===== src/hdl/wasm_branch_target_resolver_assert.svh =====
// assertion macros shared by the resolver rtl
`ifndef WASM_BRANCH_TARGET_RESOLVER_ASSERT_SVH
`define WASM_BRANCH_TARGET_RESOLVER_ASSERT_SVH

// same-cycle implication
`define WBTR_ASSERT_IMP(lbl, clk_s, rst_s, ante, cons, msg) \
  lbl: assert property (@(posedge clk_s) disable iff (rst_s) (ante) |-> (cons)) \
    else $error(msg);

// next-cycle implication
`define WBTR_ASSERT_NXT(lbl, clk_s, rst_s, ante, cons, msg) \
  lbl: assert property (@(posedge clk_s) disable iff (rst_s) (ante) |=> (cons)) \
    else $error(msg);

`endif


===== src/hdl/wbtr_ram.sv =====
module wbtr_ram #(
  parameter int WIDTH = 8,
  parameter int DEPTH = 64,
  localparam int AW = $clog2(DEPTH)
) (
  input  logic             clk,
  input  logic             we,
  input  logic [AW-1:0]    waddr,
  input  logic [WIDTH-1:0] wdata,
  input  logic             re,
  input  logic [AW-1:0]    raddr,
  output logic [WIDTH-1:0] rdata
);

  logic [WIDTH-1:0] mem [DEPTH];

  always_ff @(posedge clk) begin
    if (we) mem[waddr] <= wdata;
  end

  // read data holds until the next read
  always_ff @(posedge clk) begin
    if (re) rdata <= mem[raddr];
  end

endmodule


===== config.mk =====
export PLATFORM = sky130hd
export DESIGN_NAME = wbtr_ram
export DESIGN_NICKNAME = d
export VERILOG_FILES = /design/src/hdl/wasm_branch_target_resolver_assert.svh /design/src/hdl/wbtr_ram.sv
export SDC_FILE = /design/constraint.sdc
export NUM_CORES = 1
export LEC_CHECK = 0
export BUFFER_PORTS_ARGS = -buffer_cell sky130_fd_sc_hd__buf_4
export CORE_MARGIN = 10
export CORE_UTILIZATION = 55
export CTS_CLUSTER_DIAMETER = 150
export CTS_CLUSTER_SIZE = 12
export DETAILED_ROUTE_END_ITERATION = 7
export PLACE_DENSITY_LB_ADDON = 0.15
export SETUP_SLACK_MARGIN = 0.5
export SKIP_CTS_REPAIR_TIMING = 1
export SLEW_MARGIN = 15
export SYNTH_ARGS = -nofsm -noshare
export SYNTH_HDL_FRONTEND = slang
export SYNTH_SLANG_ARGS = --single-unit

===== constraint.sdc =====
create_clock -name clk -period 2.7 [get_ports clk]
set_input_delay 0.135 -clock clk [delete_from_list [all_inputs] [get_ports clk]]
set_output_delay 0.135 -clock clk [all_outputs]
set_load 0.05 [all_outputs]

==> results.toml, run 1 <==
[setup_path]
cp-end-kind = "flop"
worstPathMaxFanout = 1
critPathMaxStageDelay_ns = 0.48
cp-startpoint = "mem[21][4]$_DFFE_PP_"
r2r_start = "mem[21][4]$_DFFE_PP_"
cp.required_ns = 3.00
cp_slowest_cell = "mux4_2"
cpLargestDelayFamily = "multiplexers"
crit_type = "reg2reg"
worst-path-buf-inv = 0
cp_cell_sequence = "mux4_2 -> mux2_2 -> o221a_2 -> nor3_2 -> o32ai_1"
crit_arrival_ns = 2.49
critPathLaunchType = "flop"

[synth]
synth.distinct_cells = 39
synth-async-reset-ratio_pct = 0
synth_warnings = 0
synth_compound_area_share_pct = 2.06
syn_area_um2 = 20200
synth_edf_count = 520
seq_area_frac_synth_pct = 77.1
syn-num-nets = 963
synthAdderAreaFrac_pct = 0
synth_ff_type = "edfxtp_1"
avgSynthCellArea_um2 = 21.5
ys_ff_latch = 520
syn_inst = 940
synthSimpleGateAreaFrac_pct = 3.37
synth_xor_area_share_pct = 0
synth_top_family_by_area = "multiplexers"
synth_mux_area_share_pct = 15.9

[placement]
portBuffers = 30
place.gp.congestion = 0.820
place_hpwl_mm = 27.9
dpl.cell_count = 1485

[routing]
ant_nets = 0
wl_per_cell_um = 29.2
num_vias = 9754
drt_iter0_markers = 1025
drc = 0
avgViaCountPerCell = 6.34
firstDrtPassIters = 5
routed_wl_mm = 45.0

[floorplan]
rows = 70
io_pins = 31
core-area_um2 = 36400
die_x_um = 212
fp.dieH_um = 212
die_area_um2 = 44900
start_util_pct = 55.6

[clock_tree]
clkTransAtPathRegs_ns = 0.06
cts_root_buf = "clkbuf_16"
cts_num_sinks = 520
h-tree-depth = 2
cts_buffer_depth = 3
cts_buffers = 49
cts_tree = "built"
worst_skew_pair.late_latency_ns = 0.58

[run_status]
status = "finished clean"

[power]
leakagePower_nw = 7.29
p_total_mw = 15.9
pwr_density_cell_nw_per_um2 = 694
ir_drop_uv = 578

[timing]
setup_viol = 0
slew_headroom_pct = 46.8
hold_viol = 0
tightestPinTransition_ns = 0.796
finalCriticalPeriod_ns = 2.19
clock_skew_ns = 0.0221
rsz0062_at_grt = "false"
drv_slew = 0
max_freq_ghz = 0.457
period_share_pct = 81.0
final.setup.tns_ns = 0

[global_routing]
antenna_found_initial = 0
grt_pass1_vias = 9981
grt_pass1_wl_mm = 66.7
grt_start_max_net_pins = 65
overflow = 0
grt_usage_pct = 20.5

[run]
maxCapViolCount = 0

[layout]
final_common_cell = "edfxtp_1"
areaGrowthSynthToFinish_pct = 13.0
final_nets = 1092
final_cells = 1539
diodes = 0
drive_above_1_share_pct = 30.3
most-common-layout-cells = "520 x edfxtp_1, 126 x mux4_2, 121 x buf_4"

[min_path]
hp-start = "raddr[5]"
hp-class = "in2reg"
-- Yosys cell counts (all sizes together), types with 4 or more instances --
master / instances / area, um2
edfxtp: 520 / 15600
mux4: 126 / 2840
nor2: 83 / 312
buf: 34 / 253
mux2i: 23 / 230
nand2: 19 / 71.3
clkbuf: 17 / 63.8
nor2b: 14 / 87.6
mux2: 13 / 146
nand3: 13 / 65.1
o221ai: 8 / 70.1
o22ai: 8 / 50.1
nand2b: 7 / 43.8
nor3: 7 / 35.0
a221oi: 6 / 52.6
a211oi: 4 / 30.0
o21ai: 4 / 20.0
-- sequential cells by signal, summed over array words and instances, names as in the netlist --
signal	count
mem	512
rdata	8
-- metrics by stage --
step	instance area, um2	utilization, %	hold slack (ns)	worst slack [ns]
CTS	22900	62.7	-0.116	0.343
detailed placement	21600	59.2	0.494	0.111
global placement	21600	59.2	0.493	0.0169
finish	22900	62.8	0.0358	0.513
global route	22900	62.8	0.0383	0.501
floorplan	20200	-	0.234	0.759
-- final cells by class --
type                    count  area (um2)
multi-input cells         369        4330
repair buffers            129        1050
well taps                 468         586
clock buffers              51        1280
flip-flops and latches    520       15600
clock inverters             2        17.5
fillers                  2525       13600
-- final timing paths --
kind	end	slack, ns	cells past startpoint
worst max-delay path	rdata[4]$_DFFE_PP_	0.51	5
worst min-delay path	rdata[2]$_DFFE_PP_	0.04	3
worst max register to register	rdata[4]$_DFFE_PP_	0.51	5
worst min register to register	rdata[0]$_DFFE_PP_	0.94	4
-- cells by family after synthesis --
family | count (synthesis)
AOI/OAI and AO/OA | 54
and+or+nand+nor | 153
muxes | 162
buffers and inverters | 51
DFF | 520
-- power breakdown --
part           internal (mW)  switching [mW]
Clock                   3.31            2.69
Combinational          0.346           0.556
Sequential              8.96          0.0222
-- routing by layer --
layer | vias up | share of wire, % | routed length (um) | global-route usage, %
met5 | - | 0 | 0 | 0
met2 | 374 | 49 | 21900 | 32.0
met4 | 0 | 2.3 | 1040 | 5.85
li1 | 4152 | - | - | -
met1 | 5165 | 42 | 18800 | 29.5
met3 | 63 | 7.1 | 3190 | 3.46
-- worst register-to-register path, delay by kind of cell (launching register included) --
family,cells,cell delay (ns)
and+or+nand+nor,1,0.33
muxes,2,0.77
AOI/OAI and AO/OA,2,0.45
DFF,1,0.36
(Power assumes the default switching activity.)
==> run 2, diff against run 1 <==
- clock period: 2.7 -> 2.05 ns (I/O delays scaled with it)
==> run 2 against run 1 <==
Global-route usage is 0.29 points higher. Power is 32% higher. Sequential share of layout area is 1.6 points lower. Non-clock buffer count is 44 higher. Highest routed layer unchanged. Combinational power is 43% higher. Design area is 2.4% higher. Cell count is 2.9% higher. Register-to-register slack worse by 0.41 ns. Setup slack worse by 0.41 ns. First-iteration DRC count is 3.8% higher.
==> results.toml, run 2 (synthesis gave the netlist of run 1 again) <==
[floorplan]
io_pins = 31
fp.dieH_um = 212
die_x_um = 212
start_util_pct = 55.6
rows = 70
core-area_um2 = 36400
die_area_um2 = 44900

[routing]
firstDrtPassIters = 7
drc = 0
routed_wl_mm = 45.1
num_vias = 9966
avgViaCountPerCell = 6.30
drt_iter0_markers = 1064
ant_nets = 0
wl_per_cell_um = 28.5

[placement]
place.gp.congestion = 0.852
portBuffers = 30
place_hpwl_mm = 28.6
placed_area_um2 = 22000

[power]
ir_drop_uv = 681
sequentialPowerShare_pct = 56.4
comb_power_share_pct = 6.1
pwr-share-clk_pct = 37.5
p_sw_mw = 4.30
sw_frac_of_total_pct = 20.5
pwr_density_cell_nw_per_um2 = 896
p_total_mw = 21.0
intPower_mw = 16.7
leakagePower_nw = 7.59

[timing]
hold_viol = 0
drv_slew = 0
tightestPinTransition_ns = 0.728
period_share_pct = 94.9
rsz0062_at_grt = "true"
slew_headroom_pct = 51.5
setup_viol = 0
finalCriticalPeriod_ns = 1.94
max_freq_ghz = 0.514
clock_skew_ns = 0.0202
final.setup.tns_ns = 0

[global_routing]
overflow = 0
grt_start_max_net_pins = 65
antenna_found_initial = 0
grt_pass1_vias = 10300
grt_usage_pct = 20.8
grt_pass1_wl_mm = 67.8

[layout]
most-common-layout-cells = "520 x edfxtp_1, 153 x buf_4, 126 x mux4_2"
final_common_cell = "edfxtp_1"
multiInputGateArea_um2 = 4420
drive_above_1_share_pct = 33.7
largestRegisters = "mem (512), rdata (8)"
regMostFlops = "mem"
areaGrowthSynthToFinish_pct = 15.7
n_fill_cell = 2456
largest_reg_flops = 512
final_cell_area_um2 = 23400
final_nets = 1136
seq_area_um2 = 15600
diodes = 0

[run_status]
status = "finished clean"

[clock_tree]
worst_skew_pair.late_latency_ns = 0.58
cts_tree = "built"
cts_num_sinks = 520
cts_buffer_depth = 3
cts_root_buf = "clkbuf_16"
clkTransAtPathRegs_ns = 0.06
cts_buffers = 49
h-tree-depth = 2

[setup_path]
crit_arrival_ns = 2.26
crit_type = "reg2reg"
critPathLaunchType = "flop"
cp.required_ns = 2.36
cp-end-kind = "flop"
worstPathMaxFanout = 1

[min_path]
hp-class = "in2reg"

[run]
maxCapViolCount = 0
run 2: cell type report:
type	count	share of cell area, %
Tap cell	468	2.50
Multi-Input combinational cell	369	18.9
Sequential cell	520	66.7
Timing Repair Buffer	173	6.42
Clock buffer	51	5.45
Clock inverter	2	0.0748
run 2: worst max-delay path: stages, from the launching register on:
cell and delay, ns:
edfxtp_1 0.35, mux4_2 0.52, mux4_2 0.52, nor2_4 0.13
buf_6 0.12, o32ai_2 0.06
run 2: final timing paths:
| kind | startpoint | endpoint | slack (ns) | depth (start not counted) |
|---|---|---|---|---|
| max reg2reg | mem[51][4]$_DFFE_PP_ | rdata[4]$_DFFE_PP_ | 0.11 | 5 |
| max | mem[51][4]$_DFFE_PP_ | rdata[4]$_DFFE_PP_ | 0.11 | 5 |
| min | raddr[5] | rdata[3]$_DFFE_PP_ | 0.02 | 2 |
| min reg2reg | mem[18][0]$_DFFE_PP_ | rdata[0]$_DFFE_PP_ | 0.96 | 4 |
run 2: power by group through the flow:
| stage | clock network (mW) | registers (mW) | logic [mW] |
|---|---|---|---|
| after floorplan | 0 | 12.1 | 0.646 |
| after global placement | 0 | 12.0 | 1.25 |
| after detailed placement | 0 | 12.0 | 1.27 |
| after CTS | 8.04 | 11.8 | 1.28 |
| after global routing | 8.47 | 11.8 | 1.37 |
| final | 7.87 | 11.8 | 1.29 |
run 2: per-layer routing:
metal	track usage [%]	up-vias	wire length [um]
met1	30.1	5238	19200
met2	31.7	412	21400
met5	0	-	0
li1	-	4243	-
met3	3.85	73	3340
met4	6.55	0	1190
run 2: metrics by stage:
step	utilization, %	std cells	worst slack, ns	hold WS (ns)
2_1_floorplan	-	940	0.262	0.201
3_3_place_gp	60.5	1527	-0.164	0.440
3_5_place_dp	60.5	1527	-0.190	0.444
4_1_cts	64.0	1580	-0.0578	-0.169
5_1_grt	64.3	1583	0.0412	0.0262
6_report	64.3	1583	0.105	0.0232
