===== config.mk =====
export PLATFORM = sky130hd
export DESIGN_NAME = wbtr_out_reg
export DESIGN_NICKNAME = d
export VERILOG_FILES = /design/src/hdl/wasm_branch_target_resolver_assert.svh /design/src/hdl/wbtr_pkg.sv /design/src/hdl/wbtr_out_reg.sv
export SDC_FILE = /design/constraint.sdc
export NUM_CORES = 1
export LEC_CHECK = 0
export BUFFER_PORTS_ARGS = -buffer_cell sky130_fd_sc_hd__buf_4
export CORE_MARGIN = 8
export CORE_UTILIZATION = 43
export CTS_CLUSTER_SIZE = 30
export DETAILED_ROUTE_END_ITERATION = 12
export GPL_ROUTABILITY_DRIVEN = 0
export HOLD_SLACK_MARGIN = 0.02
export PLACE_DENSITY = 0.82
export SYNTH_ARGS = -nofsm -noshare
export SYNTH_HDL_FRONTEND = slang
export SYNTH_SLANG_ARGS = --single-unit
export TNS_END_PERCENT = 20

===== constraint.sdc =====
create_clock -name clk -period 1.05 [get_ports clk]
set_input_delay 0.0525 -clock clk [delete_from_list [all_inputs] [get_ports clk]]
set_output_delay 0.0525 -clock clk [all_outputs]
set_load 0.05 [all_outputs]

===== src/hdl/wasm_branch_target_resolver_assert.svh =====
// assertion macros shared by the resolver rtl
`ifndef WASM_BRANCH_TARGET_RESOLVER_ASSERT_SVH
`define WASM_BRANCH_TARGET_RESOLVER_ASSERT_SVH

// same-cycle implication
`define WBTR_ASSERT_IMP(lbl, clk_s, rst_s, ante, cons, msg) \
  lbl: assert property (@(posedge clk_s) disable iff (rst_s) (ante) |-> (cons)) \
    else $error(msg);

// next-cycle implication
`define WBTR_ASSERT_NXT(lbl, clk_s, rst_s, ante, cons, msg) \
  lbl: assert property (@(posedge clk_s) disable iff (rst_s) (ante) |=> (cons)) \
    else $error(msg);

`endif


===== src/hdl/wbtr_pkg.sv =====
package wbtr_pkg;

  localparam int BLOCK_DEPTH   = 64;
  localparam int FIXUP_ENTRIES = 64;
  localparam int RESULT_LIMIT  = 64;

  localparam int POS_W   = 24;
  localparam int DEPTH_W = 6;
  localparam int LEVEL_W = $clog2(BLOCK_DEPTH);
  localparam int OPEN_W  = $clog2(BLOCK_DEPTH + 1);
  localparam int SLOT_W  = $clog2(FIXUP_ENTRIES);
  localparam int COUNT_W = $clog2(RESULT_LIMIT + 1);
  localparam int CMP_W   = (OPEN_W > DEPTH_W) ? OPEN_W : DEPTH_W;

  localparam int IN_DATA_W  = ((2 * POS_W + DEPTH_W + 7) / 8) * 8;
  localparam int IN_USER_W  = 4;
  localparam int OUT_DATA_W = ((2 * POS_W + 7) / 8) * 8;
  localparam int OUT_USER_W = 3;

  typedef enum logic [2:0] {
    OP_OTHER = 3'd0,
    OP_BLOCK = 3'd1,
    OP_LOOP  = 3'd2,
    OP_IF    = 3'd3,
    OP_ELSE  = 3'd4,
    OP_BR    = 3'd5,
    OP_END   = 3'd6
  } op_t;

  typedef enum logic [2:0] {
    ERR_NONE       = 3'd0,
    ERR_ELSE_NO_IF = 3'd1,
    ERR_DEPTH      = 3'd2,
    ERR_BLOCK_OVF  = 3'd3,
    ERR_FIXUP_FULL = 3'd4,
    ERR_END_EMPTY  = 3'd5
  } err_t;

  typedef enum logic [1:0] {
    KIND_BLOCK = 2'd0,
    KIND_LOOP  = 2'd1,
    KIND_IF    = 2'd2
  } kind_t;

  typedef enum logic [2:0] {
    ST_IDLE,
    ST_EXEC,
    ST_SCAN,
    ST_CHECK,
    ST_FLUSH
  } state_t;

  typedef struct packed {
    logic             fb_valid;
    logic [POS_W-1:0] fb_src;
    kind_t            kind;
    logic [POS_W-1:0] start;
  } block_entry_t;

  typedef struct packed {
    logic [LEVEL_W-1:0] level;
    logic [POS_W-1:0]   src;
  } fixup_entry_t;

  typedef struct packed {
    logic             valid;
    logic [POS_W-1:0] jump_from;
    logic [POS_W-1:0] jump_to;
    logic             last;
    err_t             err;
  } result_t;

  function automatic logic [FIXUP_ENTRIES-1:0] lowest_one(input logic [FIXUP_ENTRIES-1:0] x);
    return x & (~x + FIXUP_ENTRIES'(1));
  endfunction

  function automatic logic [SLOT_W-1:0] onehot_index(input logic [FIXUP_ENTRIES-1:0] oh);
    logic [SLOT_W-1:0] idx;
    idx = '0;
    for (int i = 0; i < FIXUP_ENTRIES; i++) begin
      if (oh[i]) idx = idx | SLOT_W'(i);
    end
    return idx;
  endfunction

endpackage


===== src/hdl/wbtr_out_reg.sv =====
module wbtr_out_reg (
  input  logic                                clk,
  input  logic                                rst,
  input  wbtr_pkg::result_t                   push,
  output logic                                free,
  output logic                                m_tvalid,
  input  logic                                m_tready,
  output logic [wbtr_pkg::OUT_DATA_W-1:0]     m_tdata,  // jump_from, jump_to
  output logic                                m_tlast,
  output logic [wbtr_pkg::OUT_USER_W-1:0]     m_tuser   // error
);
  import wbtr_pkg::*;

  logic [POS_W-1:0] jump_from;
  logic [POS_W-1:0] jump_to;
  logic             last;
  err_t             err;

  assign free = !m_tvalid || m_tready;

  always_ff @(posedge clk) begin
    if (rst) begin
      m_tvalid <= 1'b0;
    end else if (push.valid) begin
      m_tvalid <= 1'b1;
    end else if (m_tready) begin
      m_tvalid <= 1'b0;
    end
  end

  always_ff @(posedge clk) begin
    if (push.valid) begin
      jump_from <= push.jump_from;
      jump_to   <= push.jump_to;
      last      <= push.last;
      err       <= push.err;
    end
  end

  assign m_tdata = OUT_DATA_W'({jump_to, jump_from});
  assign m_tlast = last;
  assign m_tuser = OUT_USER_W'(err);

endmodule


==> results of run 1 <==
==> logic make-up (layout without fill, tap and decap cells) <==
kind of cell / Yosys count / after routing / share of synthesized area (%)
DFF: 53 / 53 / 98.4
and+or+nand+nor: 1 / 1 / 0.856
AOI/OAI and AO/OA: 1 / 1 / 0.545
buffers and inverters: 1 / 172 / 0.233
==> power breakdown <==
group          internal [W]  leakage (nW)  switching (W)
clock              0.000704        0.0528       0.000612
sequential          0.00251         0.518      0.0000619
combinational      0.000469         0.769       0.000771
total               0.00368          1.34        0.00144
==> through the flow <==
step | setup slack (ns) | hold slack [ns]
2_1_floorplan | 0.154 | 0.108
3_3_place_gp | 0.319 | 0.200
3_5_place_dp | 0.306 | 0.204
4_1_cts | 0.0617 | 0.00719
5_1_grt | 0.0295 | 0.0286
6_report | 0.0617 | 0.0332
==> sequential cells by signal (all words and copies together), names as in the netlist <==
register,count
jump_from,24
jump_to,24
m_tlast,1
m_tvalid,1
m_tuser,3
==> layer usage <==
metal	global-route usage [%]	part of all wire [%]	vias up
li1	-	-	559
met1	16.5	32	590
met2	37.2	58	73
met3	6.06	7.4	11
met4	9.81	2.8	0
met5	0	0	-
==> cell type report <==
class,instances,area (sq um)
clock buffers,6,72.6
well taps,48,60.1
inverters,1,3.75
flip-flops and latches,53,1580
clock inverters,2,33.8
multi-input cells,2,22.5
repair buffers,163,1370
fillers,168,489
==> layout by cell type, fill, tap and decap left out <==
cell type | netlist | final
edfxtp_1 | 52 | 52
bufinv_16 | 0 | 1
a21oi_2 | 1 | 1
clkbuf_1 | 0 | 1
clkinv_1 | 0 | 1
clkbuf_8 | 0 | 5
buf_12 | 0 | 1
inv_1 | 1 | 1
dlygate4sd3_1 | 0 | 53
nand2b_4 | 1 | 1
buf_4 | 0 | 109
dfxtp_2 | 0 | 1
==> final timing paths <==
check                         start                     to  slack (ns)  cells after the start
min reg2reg   m_tvalid$_SDFFE_PP0P_  m_tvalid$_SDFFE_PP0P_        0.50                      2
min                        m_tready  m_tvalid$_SDFFE_PP0P_        0.03                      3
max          jump_from[4]$_DFFE_PP_             m_tdata[4]        0.06                      1
max reg2reg   m_tvalid$_SDFFE_PP0P_  m_tvalid$_SDFFE_PP0P_        0.42                      2
==> timing repair <==
action                                 4_1_cts  5_1_grt
endpoints found under the hold margin       53        0
setup buffers                                0        0
hold buffers                                53        0
==> qor.yml, run 1 <==
outcome:
  status: "finished clean"
flow_run:
  drv_cap: 0
setup_path:
  worst-path-max-fanout: 1
  cp-start-kind: "flop"
  path_cells: "buf_4"
  crit_family: "flip-flops"
  arrival_ns: 0.94
  crit_buf_inv: 1
  max_stage_delay_ns: 0.43
  critPathKind: "flop to primary output"
  end_kind: "primary output"
  critical_path_required_ns: 1.00
  crit_slowest_cell: "edfxtp_1"
logic_synthesis:
  syn_area_sq_um: 1610
  synth_top_area_share_pct: 97.1
  synth-edff-count: 52
  avgSynthCellArea_sq_um: 28.7
  synthArstFlopShare_pct: 0
  yosysMostFrequentCell: "edfxtp_1"
  synth-seq-area-share_pct: 98.4
  synth_cell_type_count: 5
  synthFlopType: "edfxtp_1"
  synth_top_cell_by_area: "edfxtp_1"
  ys_ff_latch: 53
  synthTopCellsByArea: "edfxtp_1, dfxtp_1, nand2b_4"
  synth_commonest_cells: "edfxtp_1, a21oi_2, dfxtp_1, inv_1, nand2b_4"
  synth_fp_nets: 112
  synth_cells: 56
  yosys_warnings: 0
detailed_routing:
  drt_iter0_markers: 76
  viasPerCell: 4.48
  drcViolationCount: 0
  vias: 1233
  first_pass_iters: 4
  drt.antenna.violating_nets: 0
  post_drt_wl_per_cell_um: 20.6
  routed_wl_um: 5650
power:
  leakagePower_nw: 1.34
  finalPower_w: 0.00512
  p_per_area_nw_per_um2: 1630
  ir_drop_mv: 1.21
layout:
  fin_util_pct: 86.5
  instances_no_fill: 275
  area_delta_synth_final_pct: 95.6
  design_area_sq_um: 3140
  diodes: 0
  nets: 282
  drive_gt1_share_pct: 52.4
min_path:
  hold_class: "primary input to flop"
grt:
  grt_pass1_wl_um: 8450
  grt_overflow_total: 0
  track_usage_pct: 19.0
  grt_pass1_vias: 1428
  antenna_found_initial: 0
  grt_max_degree: 54
clock_network:
  clockRootBuffer: "clkbuf_8"
  clock_latency_ns: 0.29
  cts_resized: 0
  clkSlewWorstSetupHoldPaths_ns: 0.08
  cts_buffer_depth: 2
  cts_tree: "done"
  h-tree-depth: 2
  cts_buffers: 5
  cts_sinks: 53
sta:
  slew_headroom_pct: 81.9
  tns_ns: 0
  skew_ns: 0
  setup_viol: 0
  finalHoldViolCount: 0
  fmaxAchievable_mhz: 1010
  rsz0062_at_grt: "no"
  finalCriticalPeriod_ns: 0.988
  min_period_over_period_pct: 94.1
  slew_viol_final: 0
  worst_slew_pin_slew_ns: 0.271
die:
  dieArea_sq_um: 5950
  rows: 22
  start_util_pct: 44.2
  ios: 110
  chipWidth_um: 77.1
  die_y_um: 77.1
  core_sq_um: 3630
place:
  place_area_sq_um: 2510
  place_hpwl_um: 3280
  dp.cells: 214
  port_buffers: 109
Note: power is estimated with default switching activity, not from simulation.
==> run 2: changes to the inputs <==
Settings changed: BUFFER_PORTS_ARGS -buffer_cell sky130_fd_sc_hd__buf_4 to not set, CORE_UTILIZATION 43 to 51, DONT_BUFFER_PORTS set to 1, PLACE_DENSITY 0.82 to 0.65.
==> run 2 against run 1 <==
Effect of this change: the flow now finishes with violations (negative hold slack, negative setup slack); total power fell by 17%; core utilization is 10 points lower; wire length shrank 34%; final area decreased by 26%; clock skew stayed put; sequential power rose by 21%; final cell count shrank 39%; critical path type unchanged; global-route usage down 5.0 points; via count down 36%; sequential cell count unchanged.
==> qor.yml, run 2 (synthesis results as in run 1) <==
detailed_routing:
  drt.antenna.violating_nets: 0
  viasPerCell: 4.73
  routed_wl_um: 3710
  first_pass_iters: 2
  drt_iter0_markers: 86
  vias: 795
  drcViolationCount: 0
  post_drt_wl_per_cell_um: 22.1
die:
  start_util_pct: 53.1
  ios: 110
  rows: 20
  chipWidth_um: 72.1
  core_sq_um: 3030
  dieArea_sq_um: 5200
  die_y_um: 72.1
grt:
  track_usage_pct: 14.0
  grt_pass1_wl_um: 5200
  grt_overflow_total: 0
  grt_max_degree: 54
  antenna_found_initial: 0
  grt_pass1_vias: 939
layout:
  area_delta_synth_final_pct: 44.0
  drive_gt1_share_pct: 11.3
  design_area_sq_um: 2310
  mostFrequentLayoutCells: "dlygate4sd3_1, edfxtp_1, clkbuf_4"
  diodes: 0
  nets: 179
  final_common_cell: "dlygate4sd3_1"
setup_path:
  worst-path-stages: 0
  r2r_start: "m_tvalid$_SDFFE_PP0P_"
  crit_path_start: "m_tuser[1]$_DFFE_PP_"
  cp-start-kind: "flop"
  worst_r2r_endpoint: "m_tvalid$_SDFFE_PP0P_"
  critPathCapture: "m_tuser[1]"
  r2r_setup_slack_ns: 0.42
  reg2reg_depth: 2
  worst-path-max-fanout: 1
  end_kind: "primary output"
  critical_path_required_ns: 1.00
  arrival_ns: 1.04
  critPathKind: "flop to primary output"
place:
  place_area_sq_um: 1700
  port_buffers: 0
sta:
  setup_viol: 47
  worst_slew_pin_slew_ns: 0.499
  hold_slack_ns: -0.202
  skew_ns: 0
  fmaxAchievable_mhz: 914
  tns_ns: -0.745
  setup_ws_ns: -0.0436
  rsz0062_at_grt: "yes"
  finalCriticalPeriod_ns: 1.09
  min_period_over_period_pct: 104
  slew_headroom_pct: 66.8
  slew_viol_final: 0
  finalHoldViolCount: 52
clock_network:
  cts_tree: "done"
  cts_buffer_depth: 2
  cts_hold_buffers: 55
  h-tree-depth: 2
  clockRootBuffer: "clkbuf_4"
  cts_buffers: 5
  clkSlewWorstSetupHoldPaths_ns: 0.13
  post_cts_buffers: 0
  cts_sinks: 53
  clock_latency_ns: 0.35
power:
  ir_drop_mv: 1.17
  p_per_area_nw_per_um2: 1830
  leakagePower_nw: 0.820
outcome:
  violations: "negative hold slack, negative setup slack"
  status: "finished, violations left"
flow_run:
  drv_cap: 0
min_path:
  hold_class: "primary input to flop"
[run 2: worst min-delay path by stage]
stage / from / endpoint / slack (ns) / cells after the start
final: push[52] / jump_to[6]$_DFFE_PP_ / -0.20 / 0
after global routing: push[52] / jump_to[0]$_DFFE_PP_ / -0.23 / 0
after CTS: push[52] / jump_to[6]$_DFFE_PP_ / -0.22 / 0
after detailed placement: rst / m_tvalid$_SDFFE_PP0P_ / 0.11 / 1
after global placement: rst / m_tvalid$_SDFFE_PP0P_ / 0.11 / 1
after floorplan: rst / m_tvalid$_SDFFE_PP0P_ / 0.11 / 1
[run 2: layer usage]
| metal | vias up | part of all wire, % | track usage [%] |
|---|---|---|---|
| met2 | 63 | 57 | 26.9 |
| met4 | 0 | 2.1 | 5.90 |
| met5 | - | 0 | 0 |
| met3 | 8 | 12 | 9.23 |
| li1 | 356 | - | - |
| met1 | 368 | 29 | 10.1 |
[run 2: report_power, final]
part | internal, W | switching, W | leakage [nW]
registers | 0.00252 | 0.000602 | 0.518
clock network | 0.000332 | 0.000545 | 0.0326
logic | 0.000158 | 0.0000904 | 0.270
[run 2: area by class of cell]
cell class              instances  area [sq um]
clock buffers                   8          58.8
flip-flops and latches         53          1580
fillers                       179           713
inverters                       1          3.75
multi-input cells               2          22.5
well taps                      44          55.1
repair buffers                 60           592
[run 2: timing repair]
action	4_1_cts	5_1_grt
resized for setup	0	1
endpoints found under the setup margin	49	50
hold endpoints to repair	105	52
[run 2: metrics by stage]
step           instances  utilization (%)  total power, W  setup WS (ns)
2_1_floorplan         56                -         0.00320          0.154
3_3_place_gp         105             56.2         0.00325          0.363
3_5_place_dp         105             56.2         0.00325          0.363
4_1_cts              168             76.3         0.00427        -0.0555
5_1_grt              168             76.4         0.00437        -0.0771
6_report             168             76.4         0.00425        -0.0436
